<file path="config.mk">
export PLATFORM = sky130hd
export DESIGN_NAME = optical_flow_frame_receiver
export DESIGN_NICKNAME = d
export VERILOG_FILES = /design/src/design/offr_pkg.sv /design/src/design/optical_flow_frame_receiver.sv
export SDC_FILE = /design/constraint.sdc
export NUM_CORES = 1
export LEC_CHECK = 0
export ABC_CLOCK_PERIOD_IN_PS = 20400
export BUFFER_PORTS_ARGS = -buffer_cell sky130_fd_sc_hd__clkbuf_2
export CAP_MARGIN = 30
export CELL_PAD_IN_SITES_DETAIL_PLACEMENT = 0
export CELL_PAD_IN_SITES_GLOBAL_PLACEMENT = 1
export CORE_UTILIZATION = 51
export CTS_CLUSTER_DIAMETER = 100
export CTS_CLUSTER_SIZE = 24
export DETAILED_ROUTE_END_ITERATION = 10
export PLACE_DENSITY_LB_ADDON = 0.1
export REMOVE_ABC_BUFFERS = 1
export SLEW_MARGIN = 15
export SYNTH_ARGS = -nofsm -noshare
export SYNTH_HDL_FRONTEND = slang
export SYNTH_SLANG_ARGS = --single-unit
</file>
<file path="constraint.sdc">
create_clock -name clk_i -period 20.4 [get_ports clk_i]
set_clock_uncertainty 0.1 [all_clocks]
set_input_delay 3.06 -clock clk_i [delete_from_list [all_inputs] [get_ports clk_i]]
set_output_delay 3.06 -clock clk_i [all_outputs]
set_load 0.05 [all_outputs]
</file>
<file path="src/design/offr_pkg.sv">
package offr_pkg;

  // Frame layout.
  localparam int unsigned FrameLen = 14;
  localparam logic [7:0]  Hdr0     = 8'hFE;
  localparam logic [7:0]  Hdr1     = 8'h0A;

  // Byte positions within a frame.
  localparam logic [3:0] PosHdr0   = 4'd0;
  localparam logic [3:0] PosHdr1   = 4'd1;
  localparam logic [3:0] PosFlowXL = 4'd2;
  localparam logic [3:0] PosFlowXH = 4'd3;
  localparam logic [3:0] PosFlowYL = 4'd4;
  localparam logic [3:0] PosFlowYH = 4'd5;
  localparam logic [3:0] PosTimeL  = 4'd6;
  localparam logic [3:0] PosTimeH  = 4'd7;
  localparam logic [3:0] PosQual   = 4'd10;
  localparam logic [3:0] PosXorEnd = 4'd11;
  localparam logic [3:0] PosCheck  = 4'd12;
  localparam logic [3:0] PosLast   = 4'd13;

  localparam int unsigned TimerBits = 24;

  typedef enum logic {
    CMD_BYTE = 1'b0,
    CMD_TICK = 1'b1
  } cmd_e;

  typedef enum logic {
    REG_COLLECT_TIMEOUT = 1'b0,
    REG_REQUEST_PERIOD  = 1'b1
  } reg_idx_e;

  typedef enum logic [1:0] {
    ST_GOOD     = 2'd0,
    ST_HEADER   = 2'd1,
    ST_CHECKSUM = 2'd2,
    ST_TIMEOUT  = 2'd3
  } status_e;

  typedef struct packed {
    logic       cmd;
    logic [7:0] rx_byte;
  } in_item_t;

  typedef struct packed {
    logic [1:0]         status;
    logic signed [15:0] flow_x;
    logic signed [15:0] flow_y;
    logic [15:0]        integration_time;
    logic [7:0]         quality;
    logic [15:0]        error_total;
    logic [15:0]        timeout_total;
  } out_item_t;

endpackage

</file>
<file path="src/design/optical_flow_frame_receiver.sv">
// Optical flow frame receiver.
//
// The input channel (in_valid_i / in_stall_o / in_data_i) carries one beat per
// received serial byte or per time tick, selected by the cmd field. The
// output channel (out_valid_o / out_stall_i / out_data_o) carries one beat per
// finished frame check or collect timeout: status, flow X/Y, integration time,
// quality and the two saturating event totals.
// The configuration channel (cfg_valid_i / cfg_ready_o) writes the collect
// timeout and the request period; it is always ready.
//
// Each input beat is handled in the cycle it is accepted, and the result, if
// any, appears in the output register on the next cycle. One beat
// is accepted every cycle as long as the output register is empty or is being
// drained in the same cycle, so throughput is one item per cycle.
// When the receiver stalls with a result pending, in_stall_o rises and the
// block holds until that result is taken.
// Reset leaves the block waiting with a zero countdown, so the first tick
// opens collection; the totals clear and the timers take their defaults.
module optical_flow_frame_receiver
  import offr_pkg::*;
#(
  parameter int unsigned COUNTER_BITS = 16
) (
  input  logic                 clk_i,
  input  logic                 rst_ni,
  input  logic                 in_valid_i,
  output logic                 in_stall_o,
  input  in_item_t             in_data_i,
  output logic                 out_valid_o,
  input  logic                 out_stall_i,
  output out_item_t            out_data_o,
  input  logic                 cfg_valid_i,
  output logic                 cfg_ready_o,
  input  logic                 cfg_index_i,
  input  logic [TimerBits-1:0] cfg_data_i
);

  localparam logic [COUNTER_BITS-1:0] CntOne = COUNTER_BITS'(1);

  // Configuration registers.
  logic [TimerBits-1:0] collect_to_q, request_per_q;

  assign cfg_ready_o = 1'b1;

  always_ff @(posedge clk_i or negedge rst_ni) begin
    if (!rst_ni) begin
      collect_to_q  <= TimerBits'(33333);
      request_per_q <= TimerBits'(100000);
    end else if (cfg_valid_i) begin
      unique case (reg_idx_e'(cfg_index_i))
        REG_COLLECT_TIMEOUT: collect_to_q  <= cfg_data_i;
        REG_REQUEST_PERIOD:  request_per_q <= cfg_data_i;
        default: ;
      endcase
    end
  end

  // Frame state. Only the bytes that reach the result are kept; the header
  // and the checksum are folded into flags as their bytes arrive.
  logic                    collecting_q, collecting_d;
  logic [TimerBits-1:0]    countdown_q, countdown_d;
  logic [3:0]              byte_cnt_q, byte_cnt_d;
  logic [COUNTER_BITS-1:0] err_cnt_q, err_cnt_d;
  logic [COUNTER_BITS-1:0] to_cnt_q, to_cnt_d;
  logic                    hdr_ok_q, hdr_ok_d;
  logic                    chk_ok_q, chk_ok_d;
  logic [7:0]              xor_q, xor_d;
  logic [15:0]             flow_x_q, flow_x_d;
  logic [15:0]             flow_y_q, flow_y_d;
  logic [15:0]             itime_q, itime_d;
  logic [7:0]              qual_q, qual_d;

  logic      out_valid_q;
  out_item_t out_q, out_d;
  logic      emit;
  logic      accept;

  // A new beat may enter whenever the result register is free or is being
  // emptied in this very cycle.
  assign in_stall_o = out_valid_q && out_stall_i;
  assign accept     = in_valid_i && !in_stall_o;

  logic [31:0] err_ext, to_ext;
  assign err_ext = 32'(err_cnt_q);
  assign to_ext  = 32'(to_cnt_q);

  always_comb begin
    logic [7:0]              b;
    logic [COUNTER_BITS-1:0] err_inc, to_inc;

    b       = in_data_i.rx_byte;
    err_inc = (err_cnt_q != '1) ? err_cnt_q + CntOne : err_cnt_q;
    to_inc  = (to_cnt_q != '1) ? to_cnt_q + CntOne : to_cnt_q;

    collecting_d = collecting_q;
    countdown_d  = countdown_q;
    byte_cnt_d   = byte_cnt_q;
    err_cnt_d    = err_cnt_q;
    to_cnt_d     = to_cnt_q;
    hdr_ok_d     = hdr_ok_q;
    chk_ok_d     = chk_ok_q;
    xor_d        = xor_q;
    flow_x_d     = flow_x_q;
    flow_y_d     = flow_y_q;
    itime_d      = itime_q;
    qual_d       = qual_q;
    emit         = 1'b0;

    out_d                  = '0;
    out_d.flow_x           = '0;
    out_d.error_total      = err_ext[15:0];
    out_d.timeout_total    = to_ext[15:0];

    if (in_data_i.cmd == CMD_TICK) begin
      if (!collecting_q) begin
        if (countdown_q == '0) begin
          collecting_d = 1'b1;
          byte_cnt_d   = '0;
          countdown_d  = collect_to_q;
        end else begin
          countdown_d = countdown_q - TimerBits'(1);
        end
      end else if (countdown_q[TimerBits-1:1] == '0) begin
        // Collect timer ran out: report and reopen collection.
        to_cnt_d            = to_inc;
        byte_cnt_d          = '0;
        countdown_d         = collect_to_q;
        emit                = 1'b1;
        out_d.status        = ST_TIMEOUT;
        out_d.timeout_total = 16'(32'(to_inc));
      end else begin
        countdown_d = countdown_q - TimerBits'(1);
      end
    end else if (collecting_q) begin
      byte_cnt_d = byte_cnt_q + 4'd1;
      unique case (byte_cnt_q)
        PosHdr0:   hdr_ok_d = (b == Hdr0);
        PosHdr1:   hdr_ok_d = hdr_ok_q && (b == Hdr1);
        PosFlowXL: flow_x_d[7:0]  = b;
        PosFlowXH: flow_x_d[15:8] = b;
        PosFlowYL: flow_y_d[7:0]  = b;
        PosFlowYH: flow_y_d[15:8] = b;
        PosTimeL:  itime_d[7:0]   = b;
        PosTimeH:  itime_d[15:8]  = b;
        PosQual:   qual_d         = b;
        PosCheck:  chk_ok_d       = (xor_q == b);
        default: ;
      endcase
      // Running XOR over the payload bytes.
      if (byte_cnt_q == PosFlowXL) begin
        xor_d = b;
      end else if (byte_cnt_q > PosFlowXL && byte_cnt_q <= PosXorEnd) begin
        xor_d = xor_q ^ b;
      end

      if (byte_cnt_q == PosLast) begin
        emit       = 1'b1;
        byte_cnt_d = '0;
        if (!hdr_ok_q || !chk_ok_q) begin
          err_cnt_d         = err_inc;
          countdown_d       = collect_to_q;
          out_d.status      = hdr_ok_q ? ST_CHECKSUM : ST_HEADER;
          out_d.error_total = 16'(32'(err_inc));
        end else begin
          collecting_d           = 1'b0;
          countdown_d            = request_per_q;
          out_d.status           = ST_GOOD;
          out_d.flow_x           = flow_x_q;
          out_d.flow_y           = flow_y_q;
          out_d.integration_time = itime_q;
          out_d.quality          = qual_q;
        end
      end
    end
  end

  always_ff @(posedge clk_i or negedge rst_ni) begin
    if (!rst_ni) begin
      collecting_q <= 1'b0;
      countdown_q  <= '0;
      byte_cnt_q   <= '0;
      err_cnt_q    <= '0;
      to_cnt_q     <= '0;
      hdr_ok_q     <= 1'b0;
      chk_ok_q     <= 1'b0;
      xor_q        <= '0;
      out_valid_q  <= 1'b0;
    end else begin
      if (accept) begin
        collecting_q <= collecting_d;
        countdown_q  <= countdown_d;
        byte_cnt_q   <= byte_cnt_d;
        err_cnt_q    <= err_cnt_d;
        to_cnt_q     <= to_cnt_d;
        hdr_ok_q     <= hdr_ok_d;
        chk_ok_q     <= chk_ok_d;
        xor_q        <= xor_d;
      end
      if (accept && emit) begin
        out_valid_q <= 1'b1;
      end else if (!out_stall_i) begin
        out_valid_q <= 1'b0;
      end
    end
  end

  // Payload registers need no reset.
  always_ff @(posedge clk_i) begin
    if (accept) begin
      flow_x_q <= flow_x_d;
      flow_y_q <= flow_y_d;
      itime_q  <= itime_d;
      qual_q   <= qual_d;
    end
    if (accept && emit) begin
      out_q <= out_d;
    end
  end

  assign out_valid_o = out_valid_q;
  assign out_data_o  = out_q;

endmodule
</file>
==> flow_summary.yaml <==
status:
  outcome: "finished clean"
critical_path:
  crit_fanout: 3
  crit_type: "input pin to primary output"
  startpoint_type: "input pin"
  crit_required_ns: 17.24
  worstSetupEndpointType: "primary output"
  arrival_ns: 3.54
drt:
  drt_iter0_drc: 509
  firstDrtPassIters: 5
  routedWlPerCell_um: 17.3
  wl_mm: 24.7
  viasPerCell: 5.61
  antenna_left: 0
  vias: 8025
  drc_errors: 0
timing:
  period_share_pct: 32.8
  fin_ws_ns: 13.70
  relSlewSlack_pct: 45.1
  tns_ns: 0
  period_needed_ns: 6.70
  max_freq_mhz: 149
  hold_violations: 0
  final_max_slew_viol_count: 0
  worstMarginPinSlew_ns: 0.824
  setup_violations: 0
  rsz0062_at_grt: "false"
global_route:
  antenna_found_initial: 0
  grt_max_degree: 72
  grt_pass1_vias: 7795
  grt.total_usage_pct: 20.9
  overflow: 0
  grt_pass1_wl_mm: 40.6
finish:
  drive_above_1_share_pct: 22.3
  antenna_cells: 0
  final_cells: 1430
  syn_to_final_growth_pct: 11.7
  final_area_um2: 13400
  fin_nets: 1152
  utilization_pct: 58.7
power:
  power.leakage_uw: 0.00526
  ir_drop_v: 0.0000481
  power.density_nw_per_um2: 93.2
yosys:
  yosysMostFrequentCell: "edfxtp_1"
  synth_warnings: 0
  synth_area_leader_cell: "edfxtp_1"
  yosysSeqAreaShare_pct: 61.7
  synth_edf_count: 146
  yosysTopAreaCellShare_pct: 36.5
  ys_ff_latch: 266
  synthCells: 1010
  syn_area_um2: 12000
  synthArstFlopShare_pct: 45.1
  synth_area_per_cell_um2: 11.9
  ys.flop_type: "edfxtp_1"
  yosysUniqueCellTypes: 64
  synthTopCellsByArea: "edfxtp_1, dfrtp_1, mux2_2, xor2_1, nand2_1"
  synth_commonest_cells: "edfxtp_1, dfrtp_1, nand2_1, and3_1, nor2_1"
placed_design:
  dp_hpwl_mm: 16.3
  placed_area_um2: 12900
  portBuffers: 130
  pre_cts_ws_ns: 13.70
  place_inst: 1402
  gp_congestion: 0.814
clocking:
  ctsHoldBuffers: 0
  clock_path_buffers: 3
  post_cts_buffers: 0
  numCtsBuffers: 15
  cts_root_buf: "clkbuf_16"
  ctsResizeCount: 0
  htreeDepth: 1
  insertion_delay_ns: 0.49
  clock-sinks: 266
  cts_tree: "done"
  path_clk_slew_ns: 0.09
floorplanning:
  num_rows: 55
  chipHeight_um: 155
  die_w_um: 155
  coreArea_um2: 22800
  initial_core_util_pct: 52.5
  io_pins: 132
  die-area_um2: 24100
job:
  drv_cap: 0
worst_hold_path:
  hold_class: "flip-flop to flip-flop"
[per-layer routing]
metal  up-vias  GRT usage [%]  share of wire [%]  wire length, µm
met3        28           2.31                3.9              970
met1      3912           28.8                 46            11300
li1       3899              -                  -                -
met5         -              0                  0                0
met4         0           4.44                1.5              366
met2       186           35.9                 49            12100
[cell type report]
cell class	count	area [µm²]
timing repair buffer	147	813
clock inverter	2	25.0
fill	1945	9450
multi-input combinational	665	4310
sequential	266	7400
clock buffer	23	405
inverter	14	52.6
tap	313	392
[cells in the final DEF (no fill, tap or decap), types with 4 or more instances in the layout]
cell       Yosys  layout
edfxtp_1     146     146
clkbuf_2       0     129
dfrtp_1      108     108
nand2_1      107     107
and3_1        63      63
nor2_1        63      62
a21oi_1       55      54
mux2_2        54      54
xor2_1        46      46
nand3_1       40      40
nor3_1        32      31
xnor2_1       23      23
nor4_1        21      20
nand4_1       17      17
o21ai_0       17      17
clkbuf_16      0      15
inv_1         14      14
dfstp_2       12      12
buf_4          1      12
o311ai_1      11      11
a31oi_1       10      10
o211ai_1      10      10
a2111oi_0      9       9
clkbuf_1      56       8
or3_1          7       7
nand2b_1       6       6
or4_1          6       6
a41oi_1        5       5
mux2i_1        4       4
o31ai_1        4       4
ha_1           4       4
[flip-flops by register name, summed over array words and instances (netlist names), 4 cells and up]
signal,cells
itime_q,16
request_per_q,24
to_cnt_q,16
countdown_q,24
xor_q,8
byte_cnt_q,4
collect_to_q,24
flow_y_q,16
flow_x_q,16
out_data_o,90
qual_q,8
err_cnt_q,16
[stage by stage]
| stage | total power, µW | hold slack [ns] |
|---|---|---|
| 3_5_place_dp | 946 | 0.393 |
| 4_1_cts | 1260 | 0.414 |
| 6_report | 1250 | 0.413 |
| 3_3_place_gp | 940 | 0.383 |
| 2_1_floorplan | 871 | 0.371 |
| 5_1_grt | 1310 | 0.426 |
[worst max-delay path, cell delays in order]
cell and delay (ns):
clkbuf_2 0.08, nand2_1 0.07, inv_1 0.06, clkbuf_2 0.26
[power by group]
| group | internal (µW) | switching, µW | leakage [µW] |
|---|---|---|---|
| Combinational | 89.1 | 143 | 0.00242 |
| Clock | 141 | 171 | 0.000206 |
| Sequential | 632 | 71.4 | 0.00264 |
[worst paths after layout]
| check | end | startpoint | slack, ns | depth (start not counted) |
|---|---|---|---|---|
| worst max-delay path | in_stall_o | out_stall_i | 13.70 | 4 |
| worst min-delay path | request_per_q[2] | request_per_q[2] | 0.41 | 1 |
| worst max register to register | out_data_o[86] | countdown_q[2] | 16.89 | 5 |
| worst min register to register | request_per_q[2] | request_per_q[2] | 0.41 | 1 |
| max in group asynchronous | countdown_q[11] | rst_ni | 16.85 | 2 |
| min in group asynchronous | request_per_q[17] | rst_ni | 2.35 | 1 |
[cell families (layout without fill, tap and decap cells)]
kind of cell / count (synthesis) / in the layout / synth area share [%]
flops: 266 / 266 / 61.7
buf+inv: 79 / 186 / 2.62
other cells: 1 / 1 / 0.0313
xor+xnor: 69 / 69 / 5.04
compound gates: 142 / 142 / 7.71
fa+ha+maj: 4 / 4 / 0.417
mux: 60 / 60 / 5.62
simple gates: 389 / 389 / 16.9
Power figures use the tool's default switching activity.
